### src/rtl/phpt_pkg.sv
// ----------------------------------------------------------------------------
// phpt_pkg: shared types and constants of the periodic position table
// Sizes, command and status codes, the token that travels down the cell
// chain and the control bundle that the controller broadcasts to the cells.
// ----------------------------------------------------------------------------
package phpt_pkg;

  localparam int MaxObjects = 64;
  localparam int IdxBits    = $clog2(MaxObjects);
  localparam int CntBits    = $clog2(MaxObjects + 1);
  localparam int PosBits    = 24;
  localparam int DispBits   = PosBits + 1;
  localparam int RedCntBits = $clog2(PosBits);
  localparam int CfgIdxBits = 2;

  localparam logic [CfgIdxBits-1:0] CFG_PERIOD = CfgIdxBits'(0);
  localparam logic [CfgIdxBits-1:0] CFG_CORE   = CfgIdxBits'(1);

  typedef enum logic [1:0] {
    CMD_CLEAR = 2'd0,
    CMD_PLACE = 2'd1,
    CMD_MOVE  = 2'd2,
    CMD_CHECK = 2'd3
  } cmd_e;

  typedef enum logic [2:0] {
    STS_OK        = 3'd0,
    STS_CLOSE     = 3'd1,
    STS_FULL      = 3'd2,
    STS_BAD_INDEX = 3'd3,
    STS_OVERLAP   = 3'd4
  } status_e;

  typedef enum logic [2:0] {
    S_IDLE,
    S_REDUCE,
    S_FETCH,
    S_CLAMP,
    S_ADD,
    S_WRAP,
    S_SCAN
  } state_e;

  // Token handed from cell to cell. An unloaded token picks up the reduced
  // value of the cell whose index matches its tag; a loaded token is compared
  // with every active cell it passes, except its tag cell when skip_en is set.
  typedef struct packed {
    logic               vld;
    logic               loaded;
    logic [IdxBits-1:0] tag;
    logic               skip_en;
    logic [PosBits-1:0] value;
    logic               hit;
  } tok_t;

  typedef struct packed {
    logic start;
    logic step;
  } red_ctl_t;

  typedef struct packed {
    red_ctl_t           red;
    logic               wr_en;
    logic [IdxBits-1:0] wr_idx;
    logic [PosBits-1:0] wr_data;
    logic [CntBits-1:0] count;
    logic [PosBits-1:0] modulus;
    logic [PosBits-1:0] core;
  } cell_ctl_t;

endpackage

### src/rtl/phpt_rem.sv
// ----------------------------------------------------------------------------
// phpt_rem: bit-serial remainder unit
// Restoring reduction of a value modulo a non-zero modulus, one bit per
// step, most significant bit first. The remainder is final after PosBits
// steps and holds until the next start.
// ----------------------------------------------------------------------------
module phpt_rem import phpt_pkg::*; (
  input  logic               clk_i,
  input  red_ctl_t           ctl_i,
  input  logic [PosBits-1:0] value_i,
  input  logic [PosBits-1:0] modulus_i,
  output logic [PosBits-1:0] rem_o
);

  logic [PosBits-1:0] rem_q, rem_d;
  logic [PosBits-1:0] sh_q, sh_d;
  logic [PosBits:0]   trial;

  always_comb begin
    trial = {rem_q, sh_q[PosBits-1]};
    rem_d = rem_q;
    sh_d  = sh_q;
    if (ctl_i.start) begin
      rem_d = '0;
      sh_d  = value_i;
    end else if (ctl_i.step) begin
      sh_d = {sh_q[PosBits-2:0], 1'b0};
      if (trial >= {1'b0, modulus_i}) begin
        rem_d = PosBits'(trial - {1'b0, modulus_i});
      end else begin
        rem_d = trial[PosBits-1:0];
      end
    end
  end

  always_ff @(posedge clk_i) begin
    rem_q <= rem_d;
    sh_q  <= sh_d;
  end

  assign rem_o = rem_q;

endmodule

### src/rtl/phpt_cell.sv
// ----------------------------------------------------------------------------
// phpt_cell: one table entry of the cell chain
// Holds one stored position, reduces it modulo the current period and
// serves the token that passes through: load its value or compare with it.
// ----------------------------------------------------------------------------
module phpt_cell import phpt_pkg::*; (
  input  logic               clk_i,
  input  logic               rst_ni,
  input  logic [IdxBits-1:0] idx_i,
  input  cell_ctl_t          ctl_i,
  input  tok_t               tok_i,
  output tok_t               tok_o
);

  logic [PosBits-1:0] pos_q;
  logic [PosBits-1:0] red;
  logic               active;
  logic               is_tag;
  logic [PosBits-1:0] gap;
  logic [PosBits-1:0] wrap_gap;
  logic               close;
  tok_t               tok_d, tok_q;
  logic               vld_q;

  phpt_rem u_rem (
    .clk_i     (clk_i),
    .ctl_i     (ctl_i.red),
    .value_i   (pos_q),
    .modulus_i (ctl_i.modulus),
    .rem_o     (red)
  );

  always_ff @(posedge clk_i) begin
    if (ctl_i.wr_en && (ctl_i.wr_idx == idx_i)) begin
      pos_q <= ctl_i.wr_data;
    end
  end

  assign active = ({1'b0, idx_i} < ctl_i.count);
  assign is_tag = (tok_i.tag == idx_i);

  // Periodic distance is the shorter way round; it is below the core
  // distance when either way round is.
  always_comb begin
    if (tok_i.value > red) begin
      gap = tok_i.value - red;
    end else begin
      gap = red - tok_i.value;
    end
    wrap_gap = ctl_i.modulus - gap;
    close    = (gap < ctl_i.core) || (wrap_gap < ctl_i.core);
  end

  always_comb begin
    tok_d = tok_i;
    if (active) begin
      if (!tok_i.loaded && is_tag) begin
        tok_d.loaded = 1'b1;
        tok_d.value  = red;
      end else if (tok_i.loaded && !(tok_i.skip_en && is_tag)) begin
        tok_d.hit = tok_i.hit | close;
      end
    end
  end

  always_ff @(posedge clk_i or negedge rst_ni) begin
    if (!rst_ni) begin
      vld_q <= 1'b0;
    end else begin
      vld_q <= tok_i.vld;
    end
  end

  always_ff @(posedge clk_i) begin
    tok_q <= tok_d;
  end

  always_comb begin
    tok_o     = tok_q;
    tok_o.vld = vld_q;
  end

endmodule

### config.mk
export PLATFORM = sky130hd
export DESIGN_NAME = phpt_cell
export DESIGN_NICKNAME = d
export VERILOG_FILES = /design/src/rtl/phpt_pkg.sv /design/src/rtl/phpt_rem.sv /design/src/rtl/phpt_cell.sv
export SDC_FILE = /design/constraint.sdc
export NUM_CORES = 1
export LEC_CHECK = 0
export ABC_AREA = 0
export BUFFER_PORTS_ARGS = -buffer_cell sky130_fd_sc_hd__buf_2
export CAP_MARGIN = 40
export CORE_MARGIN = 2
export CORE_UTILIZATION = 63
export DETAILED_ROUTE_END_ITERATION = 8
export HOLD_SLACK_MARGIN = 0.06
export PLACE_DENSITY = 0.95
export SETUP_SLACK_MARGIN = 0.02
export SYNTH_ARGS = -nofsm -noshare
export SYNTH_HDL_FRONTEND = slang
export SYNTH_SLANG_ARGS = --single-unit
### constraint.sdc
create_clock -name clk_i -period 17.6 [get_ports clk_i]
set_input_delay 1.76 -clock clk_i [delete_from_list [all_inputs] [get_ports clk_i]]
set_output_delay 1.76 -clock clk_i [all_outputs]
set_load 0.02 [all_outputs]
==> results of run 1 <==
## cell usage after synthesis, types with 4 or more instances
cell | instances | share of area [%]
sky130_fd_sc_hd__a31o_2 | 4 | 0.35
sky130_fd_sc_hd__fa_1 | 4 | 0.79
sky130_fd_sc_hd__ha_1 | 145 | 18
sky130_fd_sc_hd__nor3_1 | 18 | 0.89
sky130_fd_sc_hd__a21oi_1 | 97 | 4.8
sky130_fd_sc_hd__dfxtp_1 | 57 | 11
sky130_fd_sc_hd__nor2_1 | 96 | 3.6
sky130_fd_sc_hd__xor2_1 | 24 | 2.1
sky130_fd_sc_hd__clkbuf_1 | 18 | 0.67
sky130_fd_sc_hd__inv_1 | 131 | 4.9
sky130_fd_sc_hd__nand4_1 | 17 | 1.1
sky130_fd_sc_hd__o21ai_0 | 58 | 2.9
sky130_fd_sc_hd__nand2b_1 | 13 | 0.81
sky130_fd_sc_hd__nor2b_1 | 18 | 1.1
sky130_fd_sc_hd__o21a_1 | 15 | 1.1
sky130_fd_sc_hd__o21ai_1 | 4 | 0.20
sky130_fd_sc_hd__a211oi_1 | 24 | 1.8
sky130_fd_sc_hd__nand3_1 | 18 | 0.89
sky130_fd_sc_hd__and2_1 | 6 | 0.37
sky130_fd_sc_hd__or2_2 | 6 | 0.37
sky130_fd_sc_hd__or3_1 | 5 | 0.31
sky130_fd_sc_hd__o21bai_1 | 7 | 0.52
sky130_fd_sc_hd__xnor2_1 | 56 | 4.9
sky130_fd_sc_hd__nand2_1 | 54 | 2.0
sky130_fd_sc_hd__and3_1 | 7 | 0.43
sky130_fd_sc_hd__o31a_1 | 4 | 0.35
sky130_fd_sc_hd__a21o_1 | 39 | 2.9
sky130_fd_sc_hd__a21boi_0 | 8 | 0.60
sky130_fd_sc_hd__mux2i_1 | 35 | 3.5
sky130_fd_sc_hd__buf_2 | 17 | 0.84
sky130_fd_sc_hd__edfxtp_1 | 48 | 14
sky130_fd_sc_hd__a31oi_1 | 11 | 0.68
sky130_fd_sc_hd__nor4_1 | 4 | 0.25
sky130_fd_sc_hd__mux2_2 | 27 | 3.0
## state kept, by name (all words and copies together) (netlist names)
register     flops
pos_q           24
tok_o           33
u_rem.rem_o     24
u_rem.sh_q      24
vld_q            1
## layout make-up
cell class	instances	area share (%)
Tap cell	216	2.37
Timing Repair Buffer	168	7.85
Inverter	131	4.32
Clock buffer	10	2.10
Sequential cell	106	22.9
Multi-Input combinational cell	894	60.0
Clock inverter	6	0.506
## cell families (layout without fill, tap and decap cells)
logic type                 count (synthesis)  after routing
AOI/OAI and AO/OA                        324            324
xor gates and xnor gates                  81             81
adders and majority gates                149            149
buffers and inverters                    169            315
DFF                                      106            106
muxes                                     63             63
and+or+nand+nor                          277            277
## worst reg2reg max path, delay by kind of cell, from the launching register on
kind | cells | cell delay (ns)
muxes | 1 | 0.29
xor gates and xnor gates | 2 | 0.40
AOI/OAI and AO/OA | 15 | 3.11
DFF | 1 | 0.42
and+or+nand+nor | 5 | 0.99
adders and majority gates | 4 | 1.28
buffers and inverters | 2 | 0.13
## power by group
| part | switching, mW | internal (mW) |
|---|---|---|
| Combinational | 0.350 | 0.278 |
| Sequential | 0.0123 | 0.274 |
| Clock | 0.100 | 0.103 |
| Total | 0.462 | 0.655 |
## through the flow
stage / util (%) / std cells
global route: 72.2 / 1531
global placement: 70.0 / 1513
CTS: 72.2 / 1531
finish: 72.2 / 1531
detailed placement: 70.3 / 1515
floorplan: - / 1169
## per-layer routing
metal | vias up | share of wire, % | track usage (%)
met5 | - | 0 | 0
met4 | 0 | 4.3 | 15.0
met3 | 83 | 7.4 | 4.72
met2 | 442 | 48 | 55.9
met1 | 4230 | 41 | 39.0
li1 | 4436 | - | -
## worst max-delay path by stage
stage / cells after the start / endpoint / start
after floorplan: 31 / tok_o[0]$_DFF_P_ / tok_i[1]
after global routing: 27 / tok_o[0]$_DFF_P_ / tok_i[22]
after CTS: 27 / tok_o[0]$_DFF_P_ / tok_i[18]
after global placement: 27 / tok_o[0]$_DFF_P_ / tok_i[22]
after detailed placement: 31 / tok_o[0]$_DFF_P_ / tok_i[1]
final: 31 / tok_o[0]$_DFF_P_ / tok_i[1]
==> summary by stage, run 1 <==
Worst setup path
For this design, the slowest cell found on the critical path is sky130_fd_sc_hd__fa_1. The required time of the worst setup path is 17.87 ns. The delay of the slowest cell on the worst path is 0.43 ns.

The capturing element type of the critical path is a flop. Across all register-to-register paths, the minimum setup slack is 10.91 ns. The worst reg2reg path depth is 29. STA classifies the critical path startpoint as an input pin. The start of the worst register-to-register path is u_rem.rem_o[0]$_SDFFE_PP0P_. Broken down by cell family, the worst path's largest delay share belongs to compound AO/OA/AOI/OAI gates. The number of buffers and inverters on the critical path is 4. The type of the worst setup path is in2reg.

The endpoint identified for the worst register-to-register timing path is tok_o[0]$_DFF_P_. The endpoint arrival time on the critical path is 8.09 ns. Along the worst path, the maximum fanout reaches 14.

Clock network
The number of hold buffers added after CTS was 0. The number of H-tree branching levels is 3. CTS placed an instance of sky130_fd_sc_hd__clkbuf_16 at the clock tree root. Clock-pin slew was measured on the worst setup and hold paths at 0.09 ns. The longest clock path from root to sink contains 2 buffers.

For this design, the sink count on the clock tree is 106. Clock tree synthesis inserted a total of 9 buffers. At the later pin of the worst-skew pair, clock insertion delay measures 0.37 ns.

The post-cts sizing count is 0. The buffers inserted during post-CTS setup optimization is 0. TritonCTS built the clock tree.

Detailed routing
For this run, the detailed router's first-pass iteration total came to 6. The routed length per instance is 17.6 um. After detailed routing, the number of remaining DRC violations is 0. The number of vias in the routed layout is 9191.

The total wirelength of the detailed-routed design is 27000 um. The DRC violation total after the first TritonRoute iteration is 574. The detail route stage leaves a number of antenna-violating nets equal to 0. Using the TritonRoute via totals, the vias-per-cell ratio works out to 6.00.

Floorplanning
The die is 130 um tall. During I/O placement, the number of pins put on the boundary was 164. For this configuration, the core starts out at a cell density of 63.9%. The total core area is 15800 um^2. The width of the chip is 130 um. The floorplan has 46 rows. The die covers 17000 um^2.

STA
The clock arrives with 0.0181 ns of skew. Across all setup checks in the final design, the least slack found is 9.78 ns. The final hold violation count is 0. Headroom to the max-slew limit came out at 43.8%. Hold is met by 0.536 ns. The final critical path takes up 44.5% of the cycle. Setup repair after global routing left no endpoint under its margin. Setup violations remaining at the end of the flow were counted as 0. The final number of max-transition violations is 0.

The worst path in the final design needs a cycle of 7.82 ns, including I/O delays and setup. The post-route setup TNS is 0 ns. Derived from the worst setup path, the maximum achievable clock frequency is 128 MHz. The actual transition at the worst max-transition pin is 0.842 ns.

Pwr
Dividing total power by cell area gives a power density of 98.1 nW/um^2. VDD sags by at most 0.0000969 V. Summing internal, switching and leakage power gives 1.12 mW.

In this run the static leakage power is 5.40 nW.

Yosys
The total standard cell area after synthesis is 10100 um^2. The number of synthesized flops with an enable pin is 48. The simple-gate area share of the yosys netlist is 13.3%.

The Yosys step of the flow raised 0 warnings. The net count after synthesis is 1448. By area, the combinational part of the netlist is dominated by compound AO/OA/AOI/OAI gates. The number of synthesized register bits is 106. The synthesized netlist devotes 18.8% of its cell area to adder and majority cells. The mean area per synthesized cell is 8.62 um^2. Of the total synthesized cell area, the portion taken by XOR and XNOR cells is 7.18%. After synthesis, the netlist uses 81 different library cells. Of all flip-flops after synthesis, the portion carrying an async set or reset was 0.943%. The portion of netlist area occupied by mux cells is 6.64%. The synthesized netlist devotes 21.6% of its cell area to compound gates.

Sequential elements use 25.9% of the synthesized area. After technology mapping, the gate count stands at 1169. The flip-flop cell with the highest count after synthesis is sky130_fd_sc_hd__dfxtp_1.

Layout
Of the cells placed in the final design, the portion with a size suffix greater than 1 is 19.3%. The final net count is 1589. The area occupied by multi-input gates is 6830 um^2. The number of antenna cells inserted is 0.

Summing all flip-flop and latch instances after layout gives 2610 um^2. Compared with the post-synthesis result, the final layout area differs by 13.0%. Once layout is done, the placed cells without fillers occupy 11400 um^2. The most common cell after layout, fill and taps aside is sky130_fd_sc_hd__buf_2. Leaving out fill and tap cells, the most frequent cells in the layout are sky130_fd_sc_hd__buf_2 (163), sky130_fd_sc_hd__ha_1 (145), sky130_fd_sc_hd__inv_1 (131). The number of fill cells is 1170.

Placement
The placed instances occupy a cell area of 11100 um^2. The half-perimeter wire length after placement is 21900 um. The congestion estimate from routability-driven global placement came to 0.987. OpenSTA, run right after detailed placement, puts the worst setup slack at 9.52 ns. The count of port buffers added during placement is 163.

Global routing
The global-route wire length before repair is 42600 um. For this run the aggregate overflow at the end of global routing stands at 0. Across every metal layer, demand over resource in global routing totals 32.0%. The via count of the first global-routing pass was 9009. The initial antenna violation count is 0. The pin count of the biggest net entering global routing is 53.

Flow run
The reported max-cap violation count is 0.

Min path
The startpoint identified for the worst hold timing path is u_rem.rem_o[15]$_SDFFE_PP0P_. The path with the worst hold slack has its endpoint at u_rem.rem_o[15]$_SDFFE_PP0P_. The worst hold-check path type is reg2reg. Along the worst hold path, the cell count comes to 2.

Run status
The flow ran to the end, and the final reports show no timing, DRC or antenna violations.
No activity file was read; power rests on OpenSTA's default activity.
==> run 2, diff against run 1 <==
--- a/config.mk
+++ b/config.mk
@@ -5,14 +5,14 @@
 export SDC_FILE = /design/constraint.sdc
 export NUM_CORES = 1
 export LEC_CHECK = 0
-export ABC_AREA = 0
+export ABC_AREA = 1
 export BUFFER_PORTS_ARGS = -buffer_cell sky130_fd_sc_hd__buf_2
 export CAP_MARGIN = 40
 export CORE_MARGIN = 2
-export CORE_UTILIZATION = 63
+export CORE_UTILIZATION = 59
 export DETAILED_ROUTE_END_ITERATION = 8
 export HOLD_SLACK_MARGIN = 0.06
-export PLACE_DENSITY = 0.95
+export PLACE_DENSITY = 0.93
 export SETUP_SLACK_MARGIN = 0.02
 export SYNTH_ARGS = -nofsm -noshare
 export SYNTH_HDL_FRONTEND = slang
==> constraint.sdc (replaced) <==
create_clock -name clk_i -period 7.2 [get_ports clk_i]
set_input_delay 0.72 -clock clk_i [delete_from_list [all_inputs] [get_ports clk_i]]
set_output_delay 0.72 -clock clk_i [all_outputs]
set_load 0.02 [all_outputs]
==> summary by stage, run 2 <==
Global routing
Global routing used 3.66% of the available met3 tracks. The peak-usage layer in the global routing report is met2. The first global-routing pass estimated 51800 um of wire.

For this run, global-route usage on met2 was measured as 60.7%. The via count of the first global-routing pass is 10900. The leftover overflow at the end of global routing is 0. Entering global routing, the biggest net connects 49 pins. The global-route met1 utilization is 39.2%.

The initial antenna violation count came to 0. The aggregate global-route resource usage is 33.2%.

Floorplanning
The total core area is 18100 um^2. Once the floorplan was initialized, standard cells occupied 60.6% of the core. The width of the chip is 140 um. The floorplan step defined a die boundary enclosing 19700 um^2.

In this run the vertical extent of the chip is 140 um. The count of standard-cell rows is 49. During I/O placement, the number of pins put on the boundary was 164.

Clock network
For the worst-skew pair, the clock arrives at the later sink with an insertion delay of 0.36 ns. The number of H-tree branching levels is 3. Gates resized during post-CTS repair numbered 0. The CTS clock-pin slew for the worst setup and hold paths is 0.09 ns.

Hold repair after CTS inserted 0 buffers. The clock passes through at most 2 buffers. The buffers inserted during post-CTS setup optimization is 0. The number of clock sinks is 106. The root buffer selected by CTS is sky130_fd_sc_hd__clkbuf_16.

The total CTS buffers is 9. The CTS tree is built.

Layout
The most common cell after layout, fill and taps aside is sky130_fd_sc_hd__nand2_1. The register with the most flip-flops in the layout has 33 of them. The fraction of layout cells with a size suffix above 1 is 12.6%. The library cells used most frequently in the layout, excluding fill and tap cells, are sky130_fd_sc_hd__nand2_1 (473), sky130_fd_sc_hd__inv_1 (258), sky130_fd_sc_hd__buf_2 (163).

The net count of the finished layout is 2071. The area growth from synthesis to final layout is 11.7%.

STA
Setup violations remaining at the end of the flow were counted as 0. Summed over all failing endpoints, the final setup total negative slack is 0 ns. Setup repair after global routing left no endpoint under its margin.

Counting I/O delays and the setup requirement, the final critical path takes 5.69 ns. For the pin with the worst max-slew slack, the measured transition is 0.888 ns. The final clock skew is 0.0152 ns. The maximum frequency from static timing analysis is 176 MHz.

Hold is met by 0.117 ns. The final number of max-transition violations is 0. The final hold violation count is 0.

The share of the cycle needed by the critical path after routing is 79.1%. The minimum setup slack in the final design is 1.51 ns. In this run the tightest slew margin relative to its limit is 40.2%.

Yosys
The net count after synthesis is 1925. The most used standard cell by instance count after synthesis is sky130_fd_sc_hd__nand2_1. The synthesized design contains 48 enable-type register cells. Counting flops with an async set or reset pin after synthesis yields a share of 0.943%. The mean area per synthesized cell is 6.68 um^2. In this run the cell area of the synthesized design comes to 11000 um^2.

Of the synthesized area, sequential elements account for 23.7%. After technology mapping, the gate count stands at 1646. The commonest cells after synthesis are sky130_fd_sc_hd__nand2_1 (473), sky130_fd_sc_hd__inv_1 (258), sky130_fd_sc_hd__ha_1 (145). The flip-flop cell with the highest count after synthesis is sky130_fd_sc_hd__dfxtp_1.

The biggest area contributor in the post-synthesis netlist is sky130_fd_sc_hd__ha_1. The number of unique standard cell types used by synthesis is 51. After synthesis, the largest area contributor takes up 16.5% of total cell area. The yosys synthesis warning count is 0. By area the synthesized netlist is led by sky130_fd_sc_hd__ha_1 (17%), sky130_fd_sc_hd__nand2_1 (16%), sky130_fd_sc_hd__edfxtp_1 (13%). The number of synthesized register bits is 106.

Detailed routing
The total wirelength of the detailed-routed design is 32800 um. The final route contains 11100 vias. The via-per-instance ratio is 5.48. The first detailed-routing pass took 7 iterations.

The residual antenna-violating net count after detailed routing is 0. After detailed routing, the average wire length per cell comes to 16.2 um. The detailed router finished its first iteration with 849 violations. The number of remaining DRC errors is 0.

Worst setup path
The cell repeated most along the worst path is sky130_fd_sc_hd__nand2_1. The required time of the worst setup path is 7.46 ns. The startpoint identified for the worst register-to-register timing path is u_rem.rem_o[1]$_SDFFE_PP0P_.

The setup check on the worst reg-to-reg path leaves a slack of 1.51 ns. Along the worst path, the maximum fanout reaches 28. The endpoint arrival time on the critical path is 5.95 ns. For the worst flop-to-flop path, the logic depth is 29. The delay of the slowest cell on the worst path is 0.69 ns. The type of element launching the critical path is a flop. The type of the worst setup path is reg2reg. The critical register-to-register path endpoint is tok_o[0]$_DFF_P_. The capturing element type of the critical path is a flop. For this design, the slowest cell found on the critical path is sky130_fd_sc_hd__o21ai_0.

Min path
The tightest min-delay check is of the in2async type.

Flow run
The reported max-cap violation count is 0.

Placement
The half-perimeter wire length after placement is 27800 um. During placement, the flow inserted port buffers numbering 163. At the placement stage, the worst setup path has a slack of 1.22 ns. The final weighted congestion in routability-driven placement is 1.03.

Pwr
For this design the static power due to leakage is 6.64 nW. The maximum resistive drop on vdd is 0.000150 V. For this design the ratio of total power to cell area is 243 nW/um^2.

Run status
The flow ran to the end, and the final reports show no timing, DRC or antenna violations.
==> run 2: changes by cell type in the layout (fill, tap and decap cells not counted), sizes merged, moves of 28 or more <==
cell | previous run | this run
xnor2 | 56 | 23
mux2i | 35 | 0
nand2 | 55 | 486
inv | 134 | 267
a21o | 42 | 6
o21ai | 62 | 110
mux2 | 28 | 0
nand3 | 18 | 85
==> run 2: worst max path at each step <==
stage	cells after the start	from	end
global placement	32	tok_i[1]	tok_o[0]$_DFF_P_
floorplan	29	tok_i[1]	tok_o[0]$_DFF_P_
global route	32	tok_i[1]	tok_o[0]$_DFF_P_
detailed placement	32	tok_i[1]	tok_o[0]$_DFF_P_
CTS	32	tok_i[1]	tok_o[0]$_DFF_P_
finish	29	u_rem.rem_o[1]$_SDFFE_PP0P_	tok_o[0]$_DFF_P_
==> run 2: cell type report <==
class                   count  area, um^2
multi-input cells        1242        7210
fillers                  1610        5880
flip-flops and latches    106        2610
inverters                 263         990
repair buffers            170         876
well taps                 229         287
clock buffers               9         225
clock inverters             7        77.6
diodes                      1        2.50
==> run 2: power breakdown <==
group	leakage, nW	switching, mW	total, mW	internal, mW
Sequential	0.952	0.0302	0.704	0.674
Combinational	5.55	1.13	1.78	0.650
Clock	0.144	0.258	0.505	0.247
Total	6.64	1.41	2.99	1.57
==> run 2: layer usage <==
| metal | share of wire [%] | vias to the layer above |
|---|---|---|
| li1 | - | 5623 |
| met1 | 40 | 4929 |
| met2 | 49 | 450 |
| met3 | 6.1 | 100 |
| met4 | 4.5 | 0 |
| met5 | 0 | - |
==> run 2: cells by family (layout without fill, tap and decap cells) <==
kind of cell	after synthesis	after routing	share of synthesized area [%]
fa+ha+maj	149	149	17.2
flops	106	106	23.7
other cells	0	1	0
buf+inv	298	449	10.7
compound gates	272	272	13.5
xor+xnor	73	73	5.89
simple gates	748	748	28.9
==> run 2: critical path, delay by kind of cell, from the launching register on <==
| family | cells | cell delay [ns] |
|---|---|---|
| adders and majority gates | 3 | 1.12 |
| AOI/OAI and AO/OA | 4 | 1.23 |
| buffers and inverters | 2 | 0.37 |
| DFF | 1 | 0.50 |
| xor gates and xnor gates | 1 | 0.15 |
| and+or+nand+nor | 19 | 2.21 |
==> run 2: per-stage QoR <==
stage | utilization, % | instance area [um^2] | power, mW | cells
2_1_floorplan | - | 11000 | 2.04 | 1646
3_3_place_gp | 65.9 | 12000 | 2.43 | 2009
3_5_place_dp | 65.9 | 12000 | 2.47 | 2010
4_1_cts | 67.6 | 12300 | 2.97 | 2026
5_1_grt | 67.6 | 12300 | 3.26 | 2026
6_report | 67.6 | 12300 | 2.99 | 2027
